[src/hw/rtl/urm_pkg.sv]
// Shared types, codes and helper functions for the UART register block.
// Used by urm_rx_mem and uart_16550_register_model; depends on nothing.
package urm_pkg;

    // Default sizes.
    localparam int DEF_FIFO_DEPTH       = 16;
    localparam int DEF_RX_TIMEOUT_TICKS = 1024;

    // Request kinds.
    localparam logic [1:0] REQ_READ  = 2'd0;
    localparam logic [1:0] REQ_WRITE = 2'd1;
    localparam logic [1:0] REQ_RX    = 2'd2;
    localparam logic [1:0] REQ_TICK  = 2'd3;

    // Register offsets.
    localparam logic [2:0] ADDR_RBR = 3'd0;
    localparam logic [2:0] ADDR_IER = 3'd1;
    localparam logic [2:0] ADDR_IIR = 3'd2;
    localparam logic [2:0] ADDR_LCR = 3'd3;
    localparam logic [2:0] ADDR_MCR = 3'd4;
    localparam logic [2:0] ADDR_LSR = 3'd5;
    localparam logic [2:0] ADDR_MSR = 3'd6;
    localparam logic [2:0] ADDR_SPR = 3'd7;

    // Interrupt identification codes.
    localparam logic [3:0] IIR_NONE = 4'h1;
    localparam logic [3:0] IIR_LINE = 4'h6;
    localparam logic [3:0] IIR_RX   = 4'h4;
    localparam logic [3:0] IIR_TMO  = 4'hC;
    localparam logic [3:0] IIR_THR  = 4'h2;

    // Pending interrupt bit positions.
    localparam int PEND_LINE = 0;
    localparam int PEND_RX   = 1;
    localparam int PEND_TMO  = 2;
    localparam int PEND_THR  = 3;

    // Register masks.
    localparam logic [7:0] FCR_KEEP_MASK  = 8'hC9;
    localparam logic [7:0] LSR_READ_CLEAR = 8'h9E;
    localparam logic [7:0] MSR_STATE_MASK = 8'hF0;
    localparam logic [7:0] LSR_RESET      = 8'h60;

    typedef struct packed {
        logic [1:0] req_type;
        logic [2:0] addr;
        logic [7:0] wdata;
    } t_req;

    typedef struct packed {
        logic [7:0] rdata;
        logic       irq;
        logic       tx_valid;
        logic [7:0] tx_data;
    } t_rsp;

    // Write strobe and data toward the receive buffer memory.
    typedef struct packed {
        logic       en;
        logic [7:0] data;
    } t_rx_wr;

    // Receive trigger level from the FIFO control register.
    function automatic logic [3:0] trig_level(input logic [7:0] fcr);
        logic [3:0] lvl;
        if (!fcr[0]) begin
            lvl = 4'd1;
        end else begin
            case (fcr[7:6])
                2'd0:    lvl = 4'd1;
                2'd1:    lvl = 4'd4;
                2'd2:    lvl = 4'd8;
                default: lvl = 4'd14;
            endcase
        end
        return lvl;
    endfunction

    // Highest-priority enabled interrupt, gated by OUT2.
    function automatic logic [3:0] iir_code(input logic [4:0] mcr,
                                            input logic [3:0] pend,
                                            input logic [3:0] ier);
        logic [3:0] code;
        if (!mcr[3])                          code = IIR_NONE;
        else if (pend[PEND_LINE] && ier[2])   code = IIR_LINE;
        else if (pend[PEND_RX] && ier[0])     code = IIR_RX;
        else if (pend[PEND_TMO] && ier[0])    code = IIR_TMO;
        else if (pend[PEND_THR] && ier[1])    code = IIR_THR;
        else                                  code = IIR_NONE;
        return code;
    endfunction

endpackage

[src/hw/rtl/urm_rx_mem.sv]
// Receive buffer storage for the UART register block.
// Depends on urm_pkg for the write transaction type.
module urm_rx_mem #(
    parameter int FIFO_DEPTH = urm_pkg::DEF_FIFO_DEPTH,
    localparam int IDX_W     = (FIFO_DEPTH > 1) ? $clog2(FIFO_DEPTH) : 1
) (
    input  logic                  i_clk,
    input  urm_pkg::t_rx_wr       i_wr,
    input  logic [IDX_W-1:0]      i_wr_idx,
    input  logic [IDX_W-1:0]      i_rd_idx,
    output logic [7:0]            o_rd_data
);

    logic [7:0] r_mem [FIFO_DEPTH];
    logic [7:0] r_rd_data;

    // Write port.
    always_ff @(posedge i_clk) begin
        if (i_wr.en) begin
            r_mem[i_wr_idx] <= i_wr.data;
        end
    end

    // Registered read of the next head entry, with bypass of a same-cycle write.
    always_ff @(posedge i_clk) begin
        if (i_wr.en && (i_wr_idx == i_rd_idx)) begin
            r_rd_data <= i_wr.data;
        end else begin
            r_rd_data <= r_mem[i_rd_idx];
        end
    end

    assign o_rd_data = r_rd_data;

endmodule

[config.mk]
export PLATFORM = sky130hd
export DESIGN_NAME = urm_rx_mem
export DESIGN_NICKNAME = d
export VERILOG_FILES = /design/src/hw/rtl/urm_pkg.sv /design/src/hw/rtl/urm_rx_mem.sv
export SDC_FILE = /design/constraint.sdc
export NUM_CORES = 1
export LEC_CHECK = 0
export BUFFER_PORTS_ARGS = -buffer_cell sky130_fd_sc_hd__buf_4
export CORE_UTILIZATION = 52
export CTS_CLUSTER_SIZE = 10
export DETAILED_ROUTE_END_ITERATION = 10
export PLACE_DENSITY = 0.77
export SYNTH_ARGS = -nofsm -noshare
export SYNTH_HDL_FRONTEND = slang
export SYNTH_SLANG_ARGS = --single-unit
[constraint.sdc]
create_clock -name i_clk -period 2.88 [get_ports i_clk]
set_input_delay 0 -clock i_clk [delete_from_list [all_inputs] [get_ports i_clk]]
set_output_delay 0 -clock i_clk [all_outputs]
set_load 0.05 [all_outputs]
Yosys cells after proc, flatten, opt, wreduce, memory -nomap -nowiden
Memory sizes are Yosys's and may differ from the RTL's. A register that Yosys moved wholly into a read port is not among the register bits.
Cells that the tools add are included.
{"block": "totals", "regBits": 0, "n_memories": 1, "elab_cells": 3, "input_bits": 18, "output_inout_bits": 8, "ram_bits": 128}
{"block": "classes", "muxes": 2}
{"memory": "r_mem", "words": 16, "word_bits": 8, "read_ports": 1, "rd_ports_with_merged_regs": 1, "wr": 1, "line_no": "urm_rx_mem.sv:14", "source": "logic [7:0] r_mem [FIFO_DEPTH];"}
{"op": "$mux W1", "n": 2}

Logic depth before layout (Yosys ltp)
Gate-level depths: netlist of the first run.
{"block": "depth", "ltp_word": 2, "depth_mapped": 5, "depth_no_buf": 3}

Worst setup path after synthesis of the first run
No wires, ideal clock.
{"block": "synth_timing", "kind": "reg2out", "from": "register (tool-made name)", "to": "output o_rd_data[4]", "stages_incl_launch_ff": 6, "arrival_ns": 1.599, "required_time_ns": 2.880, "n_path_buf": 2, "path_slack_ns": 1.281, "cell_sequence": "dfxtp_1 buf_6 buf_6 mux4_1 a22oi_1 nand2_1"}
{"element": "end: declaration", "line_no": "urm_rx_mem.sv:11", "source": "output logic [7:0] o_rd_data"}

==> results.md, run 1 <==
- Status: finished, final reports clean
- DR vias/cell: between 5 and 6
- Synth area leaders: edfxtp_1 (76%), mux4_2 (8.0%), mux4_1 (7.3%)
- Clk buf depth: 2
- Arr. time, crit path: around 2500 ps
- Largest family of logic cells by synthesized area: multiplexers
- Max reg flops: about 130
- Setup TNS Final: 0 ps
- Yosys warnings: 0
- RSZ-0062 raised after global routing: no
- Post-synthesis mux area share: 0.1526
- Full die area: a little over 10000 um2
- Synth area leader: edfxtp_1
- Nets: about 300
- Least-Margin Pin Slew: between 1000 and 1500 ps
- # DRC: 0
- Grt met2 use: 0.3641
- Post-route ant nets: 0
- Post-synth top cells: edfxtp_1 (128), mux4_2 (18), a22oi_1 (16), mux4_1 (14), nor2_1 (13)
- Avg WL per Cell: between 20 and 25 um
- Final worst setup slack: around 400 ps
- Max_cap viols: 0
- Area Growth Syn to Fin: 21.46%
- CORE AREA: 9328 um2
- Top Usage Layer GRT: met2
- Final Hold Vio Count: 0
- Mapped Cells: about 230
- Initial Util: 0.5433
- Post-CTS setup buffers: 0
- H-tree depth: 4
- CP cell instances: buf_4 > mux4_1 > a22oi_1 > nand2_1 > buf_4
- Adder-Cell Fraction of Synth Area: 0
- Post-Syn Area: around 5100 um2
- Routed wire length: roughly 10000 um
- Hpwl dp: roughly 5800 um
- Post-synthesis compound-gate area fraction: 0.02370
- Asr flop ratio synth: 0
- Setup crit end kind: output port
- Share of cells above drive strength 1: 0.2808
- Via count: approximately 2500
- Pre-CTS setup slack: 943.1 ps
- Post-synthesis register bit count: between 100 and 150
- Std-Cell Rows: 35
- CP max stage delay: around 630 ps
- Xor and xnor area share after synthesis: 0
- Met3 usage in global routing: 0.04230
- IO buf count: 25
- HP Class: in2reg
- Top FF cell, synth: edfxtp_1
- Sequential fraction of the synthesis area: 0.7743
- WS Path Type: reg2out
- Global-route wire length before repair: 15480 um
- CTS sink cnt: around 130
- Pre-Repair DR Iteration Count: 4
- Post-CTS Resized: 0
- Slew margin rel.: 0.2814
- Die Span Y: slightly above 100 um
- Worst path required time: between 2000 and 3000 ps
- Number of synthesized flops with an enable pin: 128
- Hold depth: 3
- Critical Path Start Type: flop
- Vias in the first global route: 2569
- Filler Cell Count: 576
- Largest reg by FF count: r_mem
- Total grt overflow: 0
- Syn Nets: about 240
- Die Wd: a little over 100 um
- Cell area power density: 759.5 nW/um2
- Leak Pwr: roughly 2.1 nW
- GRT Total Usage: 0.2256
- Initial DRC count: between 150 and 200
- Cts bufs inserted: 17
- Simple logic cell fraction of the synthesized area: 0.03235
- Routing usage on met1: 0.3062
- Ant. Diodes: 0
- Largest net degree at the start of global routing: 33
- Fin. max-slew vios: 0
- Syn Area/Cell: about 23 um2
- Io pins: 26
- Root Buffer: clkbuf_8
- CTS tree: built
- Synth cell types: 19
- Peak supply drop: slightly below 400 uV
- Fin crit share: 0.8640
- CP Max Fanout: 10
- Final Wtd Congestion: between 0.6 and 0.7
- Period minus WS final: ~2500 ps
- Antenna violations before repair: 0
- Final setup violation count: 0
- Crit path top cell by count: buf_4
- Cell with the most instances after synthesis: edfxtp_1
- Area share of the largest cell type after synthesis: 0.7585
- Largest registers: r_mem x128
- Fmax: roughly 0.4 GHz
- CTS clock-pin slew for the worst setup and hold paths: about 60 ps
- Crit-path slowest cell: mux4_1
[where the power goes]
group / internal [W] / switching, W
sequential: 0.00215 / 0.0000146
combinational: 0.000109 / 0.000158
clock: 0.00148 / 0.000761
total: 0.00374 / 0.000934
[placed cells by master (no fill, tap or decap)]
| master | count |
|---|---|
| dfxtp_1 | 3 |
| and2_1 | 1 |
| inv_6 | 1 |
| dfxtp_2 | 1 |
| clkbuf_8 | 1 |
| bufinv_16 | 5 |
| clkbuf_16 | 16 |
| edfxtp_1 | 128 |
| buf_4 | 33 |
| clkinv_4 | 3 |
| clkinv_1 | 1 |
| mux4_1 | 14 |
| nand2b_1 | 2 |
| clkinvlp_4 | 2 |
| nor2_1 | 13 |
| or3b_2 | 1 |
| nor2b_1 | 1 |
| nand3b_1 | 2 |
| nand3_1 | 1 |
| a22oi_1 | 16 |
| mux4_2 | 18 |
| and2b_1 | 1 |
| dlygate4sd3_1 | 14 |
| nor3_1 | 4 |
| clkinv_2 | 1 |
| nand2_1 | 9 |
[logic make-up (layout without fill, tap and decap cells)]
family                 Yosys count  in the layout
AO/OA/AOI/OAI                   16             16
buffers and inverters           10             77
flip-flops                     132            132
multiplexers                    32             32
AND/OR/NAND/NOR                 35             35
[through the flow]
| step | hold WS (ps) | instance area (um2) | util | power [W] | std cells |
|---|---|---|---|---|---|
| 6_report | 27.12 | 6155 | 0.6598 | 0.004675 | 421 |
| 5_1_grt | 17.86 | 6155 | 0.6598 | 0.004796 | 421 |
| 4_1_cts | 3.882 | 6155 | 0.6598 | 0.004703 | 421 |
| 3_3_place_gp | 104.1 | 5391 | 0.5780 | 0.002445 | 377 |
| 2_1_floorplan | 27.72 | 5067 | - | 0.002355 | 225 |
| 3_5_place_dp | 106.4 | 5391 | 0.5780 | 0.002453 | 377 |
[final timing paths]
check	endpoint	slack, ps	from
hold / removal	r_mem[0][4]$_DFFE_PP_	30	i_wr_idx[1]
setup / recovery	o_rd_data[2]	390	flop
[critical path, delay by kind of cell (launching register included)]
| family | cells | cell delay [ps] |
|---|---|---|
| compound gates | 1 | 270 |
| buf+inv | 2 | 470 |
| flops | 1 | 510 |
| mux | 1 | 630 |
| simple gates | 1 | 90 |
[area by class of cell]
class                      count  area [um2]  share of cell area
clock buffer                  17       414.1             0.06729
multi-input combinational     83        1057              0.1718
tap                          129       161.4             0.02622
clock inverter                13       209.0             0.03395
timing repair buffer          47       387.9             0.06302
sequential                   132        3925              0.6377
[metal layers]
metal / vias to the layer above / share of wire
met1: 1274 / 0.41
met4: 0 / 0.0025
met3: 3 / 0.057
met5: - / 0
met2: 102 / 0.53
li1: 1071 / -
[what timing repair did]
action                                  in CTS  in global routing
endpoints found under the setup margin       0                  0
endpoints found under the hold margin      140                  0
hold buffers                                14                  0
No activity file was read; power rests on OpenSTA's default activity.
==> run 2, diff against run 1 <==
Clock period 2.88 ns to 2.3 ns, I/O delays scaled along.
==> results.md, run 2 (same netlist as run 1, synthesis figures left out) <==
- Worst path required time: ~2300 ps
- Hpwl dp: approximately 6200 um
- Cell area power density: 928.9 nW/um2
- Min Hold Slack: 22.25 ps
- Initial Util: 0.5433
- Final Instance Area: roughly 6300 um2
- Nets: between 300 and 400
- Routed wire length: about 10000 um
- Top Usage Layer GRT: met2
- Peak supply drop: 604.5 uV
- Status: finished, final reports clean
- GRT Total Usage: 0.2159
- Avg WL per Cell: between 20 and 25 um
- Max_cap viols: 0
- Leak Pwr: 2.149 nW
- Routing usage on met1: 0.2828
- Arr. time, crit path: 2230 ps
- Die Wd: between 100 and 150 um
- CP Max Fanout: 10
- Hold Path Sink: r_mem[0][1]$_DFFE_PP_
- Total grt overflow: 0
- # DRC: 0
- Util after Layout: 0.6715
- Final non-filler cell total: around 440
- Period minus WS final: approximately 2200 ps
- Fmax: 0.4490 GHz
- Final setup violation count: 0
- Slew margin rel.: 0.4913
- DR vias/cell: between 5 and 6
- Global-route wire length before repair: 14950 um
- Std-Cell Rows: 35
- Hold depth: 3
- Fin crit share: 0.9683
- HP Class: in2reg
- Initial DRC count: between 200 and 250
- CTS tree: built
- Largest net degree at the start of global routing: 17
- Io pins: 26
- Critical Path Start Type: flop
- Ant. Diodes: 0
- Setup TNS Final: 0 ps
- WS Path Type: reg2out
- Largest registers: r_mem x128
- H-tree depth: 4
- Largest reg by FF count: r_mem
- Max reg flops: 128
- Root Buffer: clkbuf_8
- Fin. max-slew vios: 0
- CORE AREA: ~9300 um2
- Most frequent cells in the layout: edfxtp_1 (128), buf_4 (45), mux4_2 (18), clkbuf_16 (16)
- CTS clock-pin slew for the worst setup and hold paths: about 60 ps
- Clk buf depth: 2
- Final Hold Vio Count: 0
- Least-Margin Pin Slew: roughly 760 ps
- Grt met2 use: 0.3572
- Filler Cell Count: between 500 and 600
- Setup crit end kind: output port
- Placed Cells: 390
- Die Span Y: 100.7 um
- Share of cells above drive strength 1: 0.3290
- Commonest non-fill, non-tap cell in the layout: edfxtp_1
- Post-route ant nets: 0
- Placed Instance Area: 5489 um2
- RSZ-0062 raised after global routing: yes
- Final Wtd Congestion: between 0.7 and 0.8
- Hold Startpoint: i_wr_idx[1]
- Full die area: slightly above 10000 um2
- Antenna violations before repair: 0
- Via count: between 2000 and 3000
- IO buf count: 25
- CTS sink cnt: between 100 and 150
- Vias in the first global route: 2587
- Cts bufs inserted: 17
- Area Growth Syn to Fin: 23.60%
- Met3 usage in global routing: 0.04230
- Pre-Repair DR Iteration Count: 5
run 2: repair_timing:
action	4_1_cts	5_1_grt
hold buffers	14	0
setup buffers	0	0
hold endpoints to repair	140	0
gates resized for setup	3	1
setup endpoints to repair	7	5
run 2: layout make-up:
class                           count  area, um2  share of cell area
Sequential cell                   132       3926              0.6268
Multi-Input combinational cell     83       1067              0.1704
Timing Repair Buffer               60      489.2             0.07811
Clock buffer                       17      414.1             0.06612
Clock inverter                     15      205.2             0.03276
Tap cell                          129      161.4             0.02577
run 2: layer usage:
| metal | part of all wire | wire length [um] |
|---|---|---|
| met4 | 0.018 | 179 |
| met5 | 0 | 0 |
| met3 | 0.056 | 555 |
| met1 | 0.41 | 4122 |
| met2 | 0.51 | 5107 |
run 2: worst max path at each step:
stage	start	endpoint	slack, ps	depth (start not counted)
floorplan	flop	o_rd_data[4]	700	5
global placement	flop	o_rd_data[1]	500	5
detailed placement	flop	o_rd_data[1]	510	5
CTS	flop	o_rd_data[3]	10	5
global route	flop	o_rd_data[3]	-30	5
finish	flop	o_rd_data[1]	70	5
run 2: where the power goes:
| part | total, W | switching (W) | internal (W) |
|---|---|---|---|
| registers | 0.00271 | 0.0000176 | 0.00269 |
| logic | 0.000346 | 0.000202 | 0.000144 |
| clock network | 0.00277 | 0.000999 | 0.00177 |
run 2: stage by stage:
stage	total power, W	setup WS (ps)
6_report	0.005818	72.80
5_1_grt	0.005954	-33.37
4_1_cts	0.005847	10.31
3_5_place_dp	0.003078	510.0
3_3_place_gp	0.003070	503.0
2_1_floorplan	0.002949	701.0
run 2: worst max-delay path: stages (launching register included):
cell	delay [ps]
dfxtp_2	350
buf_4	220
mux4_1	590
a22oi_2	270
nand2_1	90
buf_4	190
